**config.mk**
```make
export PLATFORM = sky130hd
export DESIGN_NAME = rgb_to_xterm256_color_unit_flat
export DESIGN_NICKNAME = d
export VERILOG_FILES = /design/src/rxc_pkg.sv /design/src/rxc_if.sv /design/src/rgb_to_xterm256_color_unit.sv /design/src/flat_wrapper.sv
export VERILOG_INCLUDE_DIRS = /design/src /design/src/src
export SDC_FILE = /design/constraint.sdc
export NUM_CORES = 1
export LEC_CHECK = 0
export BUFFER_PORTS_ARGS = -buffer_cell sky130_fd_sc_hd__buf_2
export CORE_MARGIN = 2
export CORE_UTILIZATION = 30
export CTS_CLUSTER_SIZE = 25
export DETAILED_ROUTE_END_ITERATION = 10
export PLACE_DENSITY_LB_ADDON = 0.1
export SYNTH_ARGS = -nofsm -noshare
export SYNTH_HDL_FRONTEND = slang
export SYNTH_SLANG_ARGS = --single-unit
```
**constraint.sdc**
```tcl
create_clock -name clock -period 25.9 [get_ports clock]
set_clock_uncertainty 0.2 [all_clocks]
set_input_delay 2.59 -clock clock [delete_from_list [all_inputs] [get_ports clock]]
set_output_delay 2.59 -clock clock [all_outputs]
set_load 0.01 [all_outputs]
```
**src/rgb_to_xterm256_color_unit_macros.svh**
```systemverilog
// Assertion macros for the RGB to xterm-256 color unit.
// Included by the top level; needs a signal named clock and one named reset in scope.
`ifndef RGB_TO_XTERM256_COLOR_UNIT_MACROS_SVH
`define RGB_TO_XTERM256_COLOR_UNIT_MACROS_SVH

// Checked on every rising clock edge, off while reset is high.
`define RXC_ASSERT(name, prop, msg) \
   name: assert property (@(posedge clock) disable iff (reset) prop) else $error(msg);

// Checked on every rising clock edge, reset included.
`define RXC_ASSERT_ALWAYS(name, prop, msg) \
   name: assert property (@(posedge clock) prop) else $error(msg);

`endif

```
**src/rxc_pkg.sv**
```systemverilog
// Shared types, constants and helper functions of the RGB to xterm-256 color unit.
// No dependencies.
`timescale 1ns / 1ps

package rxc_pkg;

   localparam int CHAN_W  = 8;
   localparam int SQ_W    = 2 * CHAN_W;
   localparam int ERR_W   = SQ_W + 2;
   localparam int SUM_W   = 18;
   localparam int EIGHT_W = SUM_W - 3;
   localparam int RECIP_W = 16;
   localparam int PROD_W  = EIGHT_W + RECIP_W;

   typedef logic [CHAN_W-1:0] chan_type;
   typedef logic [2:0]        cube_idx_type;
   typedef logic [4:0]        step_type;
   typedef logic [SQ_W-1:0]   sq_type;
   typedef logic [ERR_W-1:0]  err_type;

   // luma weights in thousandths, plus half a unit for rounding
   localparam logic [SUM_W-1:0] W_RED      = SUM_W'(299);
   localparam logic [SUM_W-1:0] W_GREEN    = SUM_W'(587);
   localparam logic [SUM_W-1:0] W_BLUE     = SUM_W'(114);
   localparam logic [SUM_W-1:0] ROUND_BIAS = SUM_W'(500);

   // x/1000 == (x>>3)/125; (y*33555)>>22 is exact for y < 2^15
   localparam logic [RECIP_W-1:0] RECIP_125   = RECIP_W'(33555);
   localparam int                 RECIP_SHIFT = 22;

   // (x*205)>>11 == x/10 for x < 1024
   localparam logic [SQ_W-1:0] RECIP_10   = SQ_W'(205);
   localparam int              RECIP10_SH = 11;

   localparam chan_type GRAY_LUMA_MAX  = 8'd238;
   localparam chan_type GRAY_LUMA_MIN  = 8'd3;
   localparam step_type GRAY_STEP_TOP  = 5'd23;
   localparam chan_type GRAY_LEVEL_LO  = 8'd8;
   localparam chan_type GRAY_LEVEL_INC = 8'd10;
   localparam chan_type GRAY_BASE      = 8'd232;
   localparam chan_type CUBE_BASE      = 8'd16;
   localparam chan_type CUBE_R_STRIDE  = 8'd36;
   localparam chan_type CUBE_G_STRIDE  = 8'd6;

   // nearest cube coordinate of one channel
   function automatic cube_idx_type cube_index(input chan_type c);
      cube_idx_type i;
      if (c < 8'd48)       i = 3'd0;
      else if (c < 8'd115) i = 3'd1;
      else if (c < 8'd155) i = 3'd2;
      else if (c < 8'd195) i = 3'd3;
      else if (c < 8'd235) i = 3'd4;
      else                 i = 3'd5;
      return i;
   endfunction

   function automatic chan_type cube_level(input cube_idx_type i);
      chan_type l;
      case (i)
         3'd0:    l = 8'd0;
         3'd1:    l = 8'd95;
         3'd2:    l = 8'd135;
         3'd3:    l = 8'd175;
         3'd4:    l = 8'd215;
         default: l = 8'd255;
      endcase
      return l;
   endfunction

   function automatic sq_type sq_diff(input chan_type a, input chan_type b);
      chan_type d;
      d = (a >= b) ? (a - b) : (b - a);
      return SQ_W'(d) * SQ_W'(d);
   endfunction

   // gray ramp step from luma
   function automatic step_type gray_step(input chan_type luma);
      chan_type x;
      sq_type   p;
      step_type s;
      x = luma - GRAY_LUMA_MIN;
      p = SQ_W'(x) * RECIP_10;
      if (luma > GRAY_LUMA_MAX)      s = GRAY_STEP_TOP;
      else if (luma < GRAY_LUMA_MIN) s = 5'd0;
      else                           s = p[RECIP10_SH +: 5];
      return s;
   endfunction

endpackage

```
**src/rxc_if.sv**
```systemverilog
// Valid/ready channel interfaces of the RGB to xterm-256 color unit.
// Depends on rxc_pkg.
`timescale 1ns / 1ps

interface rxc_req_if import rxc_pkg::*; ();
   logic     valid;
   logic     ready;
   chan_type red;
   chan_type green;
   chan_type blue;

   modport source (output valid, output red, output green, output blue, input ready);
   modport sink   (input valid, input red, input green, input blue, output ready);
endinterface

interface rxc_rsp_if import rxc_pkg::*; ();
   logic     valid;
   logic     ready;
   chan_type color_index;

   modport source (output valid, output color_index, input ready);
   modport sink   (input valid, input color_index, output ready);
endinterface

```
**src/rgb_to_xterm256_color_unit.sv**
```systemverilog
// RGB to xterm-256 color unit: top level.
// Depends on rxc_pkg, rxc_if.sv and rgb_to_xterm256_color_unit_macros.svh.
`timescale 1ns / 1ps
//
// Usage
//   req: one pixel per item (red, green, blue, 8 bits each), valid/ready.
//   rsp: one palette index per item (16..231 cube, 232..255 gray ramp).
//   An item is taken at a rising edge with valid and ready both high.
// Path: an item passes the input register, then the result register;
//   rsp.valid rises once the result register has loaded it.
// Throughput: one item per cycle while rsp is taken. The whole conversion
//   (luma, gray step, squared errors, compare) sits between the two registers.
// Stall: when rsp is not taken, the result register holds; the input
//   register still takes one more item, then req.ready drops until the
//   result moves on. No item is lost or repeated.
// Reset: synchronous, active high; clears both valid flags, so the unit
//   comes up empty and ready.
// Luma = (299r + 587g + 114b + 500) / 1000, done as a shift by 3 and a
//   reciprocal multiply by 1/125; the /10 of the gray step is a
//   reciprocal multiply too.
// Cube wins ties with the gray ramp.
//
`include "rgb_to_xterm256_color_unit_macros.svh"

module rgb_to_xterm256_color_unit import rxc_pkg::*; (
   input  logic         clock,
   input  logic         reset,
   rxc_req_if.sink      req,
   rxc_rsp_if.source    rsp
);

   // pipeline registers
   logic     s1_valid_ff, s1_valid_in;
   chan_type red_ff, red_in;
   chan_type green_ff, green_in;
   chan_type blue_ff, blue_in;
   logic     rsp_valid_ff, rsp_valid_in;
   chan_type color_index_ff, color_index_in;

   logic s2_open;   // result register can load
   logic s1_open;   // input register can load

   // datapath
   logic [SUM_W-1:0]   luma_sum;
   logic [PROD_W-1:0]  luma_prod;
   chan_type           luma;
   step_type           step;
   chan_type           gray_lvl;
   cube_idx_type       ir, ig, ib;
   err_type            cube_err, gray_err;
   chan_type           cube_ix;

   assign s2_open   = !rsp_valid_ff || rsp.ready;
   assign s1_open   = !s1_valid_ff || s2_open;
   assign req.ready = s1_open;

   assign rsp.valid       = rsp_valid_ff;
   assign rsp.color_index = color_index_ff;

   // luma, rounded to nearest
   assign luma_sum  = SUM_W'(red_ff) * W_RED + SUM_W'(green_ff) * W_GREEN
                    + SUM_W'(blue_ff) * W_BLUE + ROUND_BIAS;
   assign luma_prod = PROD_W'(luma_sum[SUM_W-1:3]) * PROD_W'(RECIP_125);
   assign luma      = luma_prod[RECIP_SHIFT +: CHAN_W];

   assign step     = gray_step(luma);
   assign gray_lvl = GRAY_LEVEL_LO + CHAN_W'(step) * GRAY_LEVEL_INC;

   assign ir = cube_index(red_ff);
   assign ig = cube_index(green_ff);
   assign ib = cube_index(blue_ff);

   assign cube_err = ERR_W'(sq_diff(cube_level(ir), red_ff))
                   + ERR_W'(sq_diff(cube_level(ig), green_ff))
                   + ERR_W'(sq_diff(cube_level(ib), blue_ff));
   assign gray_err = ERR_W'(sq_diff(gray_lvl, red_ff))
                   + ERR_W'(sq_diff(gray_lvl, green_ff))
                   + ERR_W'(sq_diff(gray_lvl, blue_ff));

   assign cube_ix = CUBE_BASE + CHAN_W'(ir) * CUBE_R_STRIDE
                  + CHAN_W'(ig) * CUBE_G_STRIDE + CHAN_W'(ib);

   always_comb begin
      s1_valid_in    = s1_valid_ff;
      red_in         = red_ff;
      green_in       = green_ff;
      blue_in        = blue_ff;
      rsp_valid_in   = rsp_valid_ff;
      color_index_in = color_index_ff;
      if (s1_open) begin
         s1_valid_in = req.valid;
         if (req.valid) begin
            red_in   = req.red;
            green_in = req.green;
            blue_in  = req.blue;
         end
      end
      if (s2_open) begin
         rsp_valid_in = s1_valid_ff;
         if (s1_valid_ff) begin
            // ties go to the cube
            color_index_in = (cube_err <= gray_err) ? cube_ix
                                                    : (GRAY_BASE + CHAN_W'(step));
         end
      end
   end

   always_ff @(posedge clock) begin
      if (reset) begin
         s1_valid_ff  <= 1'b0;
         rsp_valid_ff <= 1'b0;
      end else begin
         s1_valid_ff  <= s1_valid_in;
         rsp_valid_ff <= rsp_valid_in;
      end
   end

   always_ff @(posedge clock) begin
      red_ff         <= red_in;
      green_ff       <= green_in;
      blue_ff        <= blue_in;
      color_index_ff <= color_index_in;
   end

   // both stages full and output stalled: no room for another item
   `RXC_ASSERT(a_full_blocks_req, (s1_valid_ff && rsp_valid_ff && !rsp.ready) |-> !req.ready, "req.ready high with pipeline full and stalled")
   // an item in the input stage moves to the result register when it is open
   `RXC_ASSERT(a_item_advances, (s1_valid_ff && s2_open) |=> rsp_valid_ff, "item dropped between stages")
   // every delivered index lies in the cube or gray ramp
   `RXC_ASSERT(a_index_range, rsp_valid_ff |-> (color_index_ff >= CUBE_BASE), "color index below palette range")

endmodule

```
**src/flat_wrapper.sv**
```systemverilog
// flat-port wrapper written by rule: the top's interface ports become plain ports
module rgb_to_xterm256_color_unit_flat import rxc_pkg::*;
  (clock, reset, req_valid, req_red, req_green, req_blue, req_ready, rsp_valid, rsp_color_index, rsp_ready);
  rxc_req_if req_i ();
  rxc_rsp_if rsp_i ();
  input  logic clock;
  input  logic reset;
  input wire logic [$bits(req_i.valid)-1:0] req_valid;
  input wire logic [$bits(req_i.red)-1:0] req_red;
  input wire logic [$bits(req_i.green)-1:0] req_green;
  input wire logic [$bits(req_i.blue)-1:0] req_blue;
  output wire logic [$bits(req_i.ready)-1:0] req_ready;
  output wire logic [$bits(rsp_i.valid)-1:0] rsp_valid;
  output wire logic [$bits(rsp_i.color_index)-1:0] rsp_color_index;
  input wire logic [$bits(rsp_i.ready)-1:0] rsp_ready;
  assign req_i.valid = req_valid;
  assign req_i.red = req_red;
  assign req_i.green = req_green;
  assign req_i.blue = req_blue;
  assign req_ready = req_i.ready;
  assign rsp_valid = rsp_i.valid;
  assign rsp_color_index = rsp_i.color_index;
  assign rsp_i.ready = rsp_ready;
  rgb_to_xterm256_color_unit u_core (.clock(clock), .reset(reset), .req(req_i), .rsp(rsp_i));
endmodule
```
==> impl_metrics.yaml, run 1 <==
run_status:
  status: "finished, violations left"
  violations: "negative setup slack"
floorplan:
  initial_core_util_pct: 30.3
  die_h_um: 297
  ios: 38
  core.rowCount: 107
  die_area_um2: 88300
  core_um2: 85100
  fp.dieW_um: 297
synthesis:
  synth_nets: 3854
  synth.top_cells.by_area: "ha_1, fa_1, inv_1, xnor2_1, edfxtp_1"
  ys_ff_latch: 34
  ys.flop_type: "edfxtp_1"
  yosys_warnings: 0
  synth_top_cell_by_area: "ha_1"
  yosys.cell_count.top_type: "inv_1"
  syn_inst: 2853
  ys_top_cells_by_count: "inv_1, ha_1, fa_1"
  syn_avg_cell_area_um2: 9.04
  synth_cell_types: 88
  synth_top_area_share_pct: 29.4
  syn_area_um2: 25800
  ys_async_sr_fraction_pct: 0
  seq_area_frac_synth_pct: 3.88
  synth-edff-count: 32
routing:
  via_count: 20200
  finalWirelength_um: 72600
  wire_per_inst_um: 16.3
  viasPerCell: 4.55
  first_pass_iters: 5
  drt_iter0_drc: 623
  ant_nets: 0
  drc: 0
hold_path:
  hold_class: "register to register"
timing:
  setup_slack_ps: -645
  fin_crit_sh_pct: 102
  fmax_ghz: 0.0377
  setup_violations: 8
  fin_setup_tns_ps: -4660
  slew_headroom_pct: 37.2
  final_hold_viol_count: 0
  slew_violations: 0
  worstMarginPinSlew_ps: 935
  rsz0062_at_grt: "true"
  period_needed_ps: 26540
  finalHoldWorstSlack_ps: 306
clock_tree:
  htreeDepth: 2
  cts_buffers: 5
  clkSlewWorstSetupHoldPaths_ps: 60
  cts_tree: "yes"
  cts_hold_buf: 0
  insertion_delay_ps: 300
  cts.path.max_buffers: 2
  clock_sinks: 34
  cts_root_buf: "clkbuf_16"
finish:
  fillers: 8789
  syn_to_final_growth_pct: 23.7
  layout-drive-gt1-share_pct: 21.3
  nNetsFinal: 4305
  diodes: 0
critical_path:
  crit_path_end_kind: "register"
  crit_top_cell: "fa_1"
  path_buf_inv: 27
  cp-start-kind: "register"
  critPathSlowestCell: "fa_2"
  critPathMaxStageDelay_ps: 640
  cp.arrival_ps: 26390
  worstPathRequired_ps: 25750
  critical_path_peak_fanout: 6
  path_class: "register to register"
  cp_top_family: "adder cells"
global_routing:
  grt_max_degree: 25
  overflow: 0
  grt_pass1_vias: 22300
  grtUsageTotal_pct: 16.7
  antenna_found_initial: 2
  grt_pass1_wl_um: 118000
place:
  gp_congestion: 0.839
  portBuffers: 37
  dpl.hpwl_um: 65800
run:
  cap_violations: 0
==> metrics by stage <==
stage               worst slack, ps  util, %  std cells  cell area (µm²)
floorplan                      -510        -       2853            26300
global route                  -1640     37.5       4449            31900
global placement              -1270     36.0       4392            30600
detailed placement            -1580     36.0       4392            30600
CTS                            -756     37.1       4437            31600
finish                         -645     37.5       4449            31900
==> cell families (layout without fill, tap and decap cells) <==
| group | count (synthesis) | count (layout) | share of synthesized area (%) |
|---|---|---|---|
| AO/OA/AOI/OAI | 401 | 401 | 10.3 |
| XOR/XNOR | 168 | 168 | 5.88 |
| adder cells (fa/ha/maj) | 974 | 974 | 57.9 |
| buffers and inverters | 695 | 1147 | 10.1 |
| flip-flops | 34 | 34 | 3.88 |
| multiplexers | 51 | 51 | 2.05 |
| AND/OR/NAND/NOR | 530 | 530 | 9.90 |
==> routing by layer <==
metal  vias to the layer above  part of all wire (%)  GRT usage (%)
li1                      10100                     -              -
met2                       165                    51           30.8
met1                      9922                    44           20.8
met3                        65                   1.8           1.12
met4                         4                   2.9           4.65
met5                         -                 0.034              0
==> area by class of cell <==
type	count	area, µm²	share of cell area, %
Inverter	677	2550	7.98
Multi-Input combinational cell	2124	23400	73.3
Tap cell	1144	1430	4.49
Sequential cell	34	1000	3.14
Timing Repair Buffer	462	3390	10.6
Clock buffer	6	129	0.404
Clock inverter	2	8.76	0.0275
==> placed cells by master (no fill, tap or decap), drive strengths merged, types with 5 or more instances in the layout <==
master / n
nor3: 22
or2: 19
o31ai: 7
edfxtp: 32
a211o: 5
xor2: 53
xnor2: 115
a41oi: 5
nand4: 17
a31o: 5
nor2b: 31
a21o: 50
and3: 17
a31oi: 15
clkinv: 7
and2: 28
inv: 672
clkbuf: 6
a211oi: 10
o21ai: 74
ha: 606
and4: 5
nor4: 5
nand2: 132
a21oi: 129
mux2i: 37
fa: 367
nor2: 187
a21boi: 10
nand3: 23
mux2: 14
buf: 462
nand2b: 24
o21a: 13
o21bai: 31
o211ai: 10
or3: 7
==> state kept, by name, summed over array words and instances, names as in the netlist <==
register,cells
u_core.green_ff,8
u_core.blue_ff,8
u_core.red_ff,8
u_core.s1_valid_ff,1
u_core.rsp.valid,1
u_core.rsp.color_index,8
==> what timing repair did <==
item | CTS | global route
setup buffers | 37 | 15
pin swaps | 105 | 41
endpoints found under the setup margin | 8 | 8
hold endpoints to repair | 0 | 0
gates resized for setup | 92 | 45
==> worst register-to-register path, delay by kind of cell (launching register included) <==
kind	cells	cell delay (ps)
adder cells (fa/ha/maj)	37	15180
AO/OA/AOI/OAI	24	4510
buffers and inverters	27	2330
AND/OR/NAND/NOR	14	1840
XOR/XNOR	7	1120
multiplexers	2	580
flip-flops	1	440
==> final timing paths <==
| check | startpoint | end | slack, ps | cells after the start |
|---|---|---|---|---|
| max reg2reg | u_core.blue_ff[2] | u_core.rsp.color_index[1] | -640 | 111 |
| min reg2reg | u_core.s1_valid_ff | u_core.rsp.valid | 310 | 2 |
| min | u_core.s1_valid_ff | u_core.rsp.valid | 310 | 2 |
| max | u_core.blue_ff[2] | u_core.rsp.color_index[1] | -640 | 111 |
Power of run 1 is left out: the tool's default activity adds up to more than one toggle a clock period on the data nets, which glitch-free logic cannot reach.
==> inputs of run 2 (changes only) <==
- CORE_UTILIZATION: 30 -> 60
==> impl_metrics.yaml, run 2 (same netlist as run 1, synthesis figures left out) <==
timing:
  worstMarginPinSlew_ps: 1040
  fmax_ghz: 0.0374
  rsz0062_at_grt: "true"
  setup_slack_ps: -819
  final_hold_viol_count: 0
  slew_headroom_pct: 30.4
  slew_violations: 0
  setup_violations: 8
  period_needed_ps: 26720
  fin_crit_sh_pct: 103
critical_path:
  path_buf_inv: 22
  crit_top_cell: "fa_1"
  cp-start-kind: "register"
  cp_top_family: "adder cells"
  critPathSlowestCell: "fa_1"
  critical_path_peak_fanout: 6
  worstPathRequired_ps: 25740
  cp.arrival_ps: 26560
  critPathMaxStageDelay_ps: 630
  path_class: "register to register"
  crit_path_end_kind: "register"
global_routing:
  antenna_found_initial: 0
  grt_max_degree: 25
  grt_pass1_vias: 21800
  grtUsageTotal_pct: 30.1
  grt_pass1_wl_um: 108000
  overflow: 0
run_status:
  status: "finished, violations left"
  violations: "negative setup slack"
run:
  cap_violations: 0
routing:
  first_pass_iters: 5
  viasPerCell: 5.50
  wire_per_inst_um: 17.5
  finalWirelength_um: 65800
  ant_nets: 0
  drc: 0
  drt_iter0_drc: 1104
  via_count: 20600
finish:
  syn_to_final_growth_pct: 18.2
  diodes: 0
  layout-drive-gt1-share_pct: 18.9
  multi_input_area_um2: 23300
  fin_cells: 3755
  final_cell_mix: "inv_1, ha_1, fa_1"
  mostFrequentLayoutCell: "inv_1"
  fillers: 3274
  seq_area_um2: 1000
  nNetsFinal: 4216
floorplan:
  core_um2: 42200
  ios: 38
  initial_core_util_pct: 61.1
  core.rowCount: 75
  die_area_um2: 44700
  die_h_um: 211
  fp.dieW_um: 211
place:
  dp.cells: 3708
  gp_congestion: 0.978
  dpl.hpwl_um: 58200
  portBuffers: 37
clock_tree:
  cts.path.max_buffers: 2
  cts_hold_buf: 0
  clkSlewWorstSetupHoldPaths_ps: 60
  clock_sinks: 34
  htreeDepth: 2
  cts_tree: "yes"
  insertion_delay_ps: 290
  cts_buffers: 5
  cts_root_buf: "clkbuf_16"
hold_path:
  hold_class: "register to register"
## run 2: final timing paths
path,slack [ps],to,startpoint,cells past startpoint
worst max-delay path,-820,u_core.rsp.color_index[1],u_core.blue_ff[1],106
worst min-delay path,310,u_core.rsp.valid,u_core.s1_valid_ff,2
worst max register to register,-820,u_core.rsp.color_index[1],u_core.blue_ff[1],106
worst min register to register,310,u_core.rsp.valid,u_core.s1_valid_ff,2
## run 2: final cells by class
class	instances	share of cell area (%)
Clock buffer	5	0.411
Clock inverter	3	0.226
Inverter	677	8.34
Multi-Input combinational cell	2124	76.5
Sequential cell	34	3.28
Tap cell	539	2.21
Timing Repair Buffer	373	9.03
## run 2: through the flow
step | utilization, % | cell area (µm²) | setup slack [ps] | setup TNS, ps | hold slack (ps)
4_1_cts | 70.8 | 29900 | -686 | -5000 | 315
3_3_place_gp | 69.4 | 29300 | -505 | -3670 | 292
3_5_place_dp | 69.4 | 29300 | -1270 | -9740 | 304
2_1_floorplan | - | 26300 | -510 | -2970 | 278
5_1_grt | 72.2 | 30500 | -1700 | -13150 | 382
6_report | 72.2 | 30500 | -819 | -6040 | 314
## run 2: worst reg2reg max path: cells and delay by family, from the launching register on
family          cells  cell delay (ps)
simple gates       11             2160
buf+inv            22             1760
flops               1              440
fa+ha+maj          40            15930
mux                 3              660
xor+xnor            8             1260
compound gates     22             4040
## run 2: timing repair
action,in CTS,in global routing
endpoints found under the setup margin,8,8
pin swaps,66,73
gates cloned,0,0
setup buffers,17,22
resized for setup,61,66
## run 2: layer usage
| metal | track usage (%) | wire length (µm) | up-vias |
|---|---|---|---|
| met3 | 3.12 | 3000 | 96 |
| met1 | 41.4 | 29800 | 10200 |
| met5 | 0 | 0 | - |
| met2 | 51.8 | 31700 | 470 |
| met4 | 6.05 | 1380 | 0 |
| li1 | - | - | 9917 |
Power of run 2 is left out for the same reason.
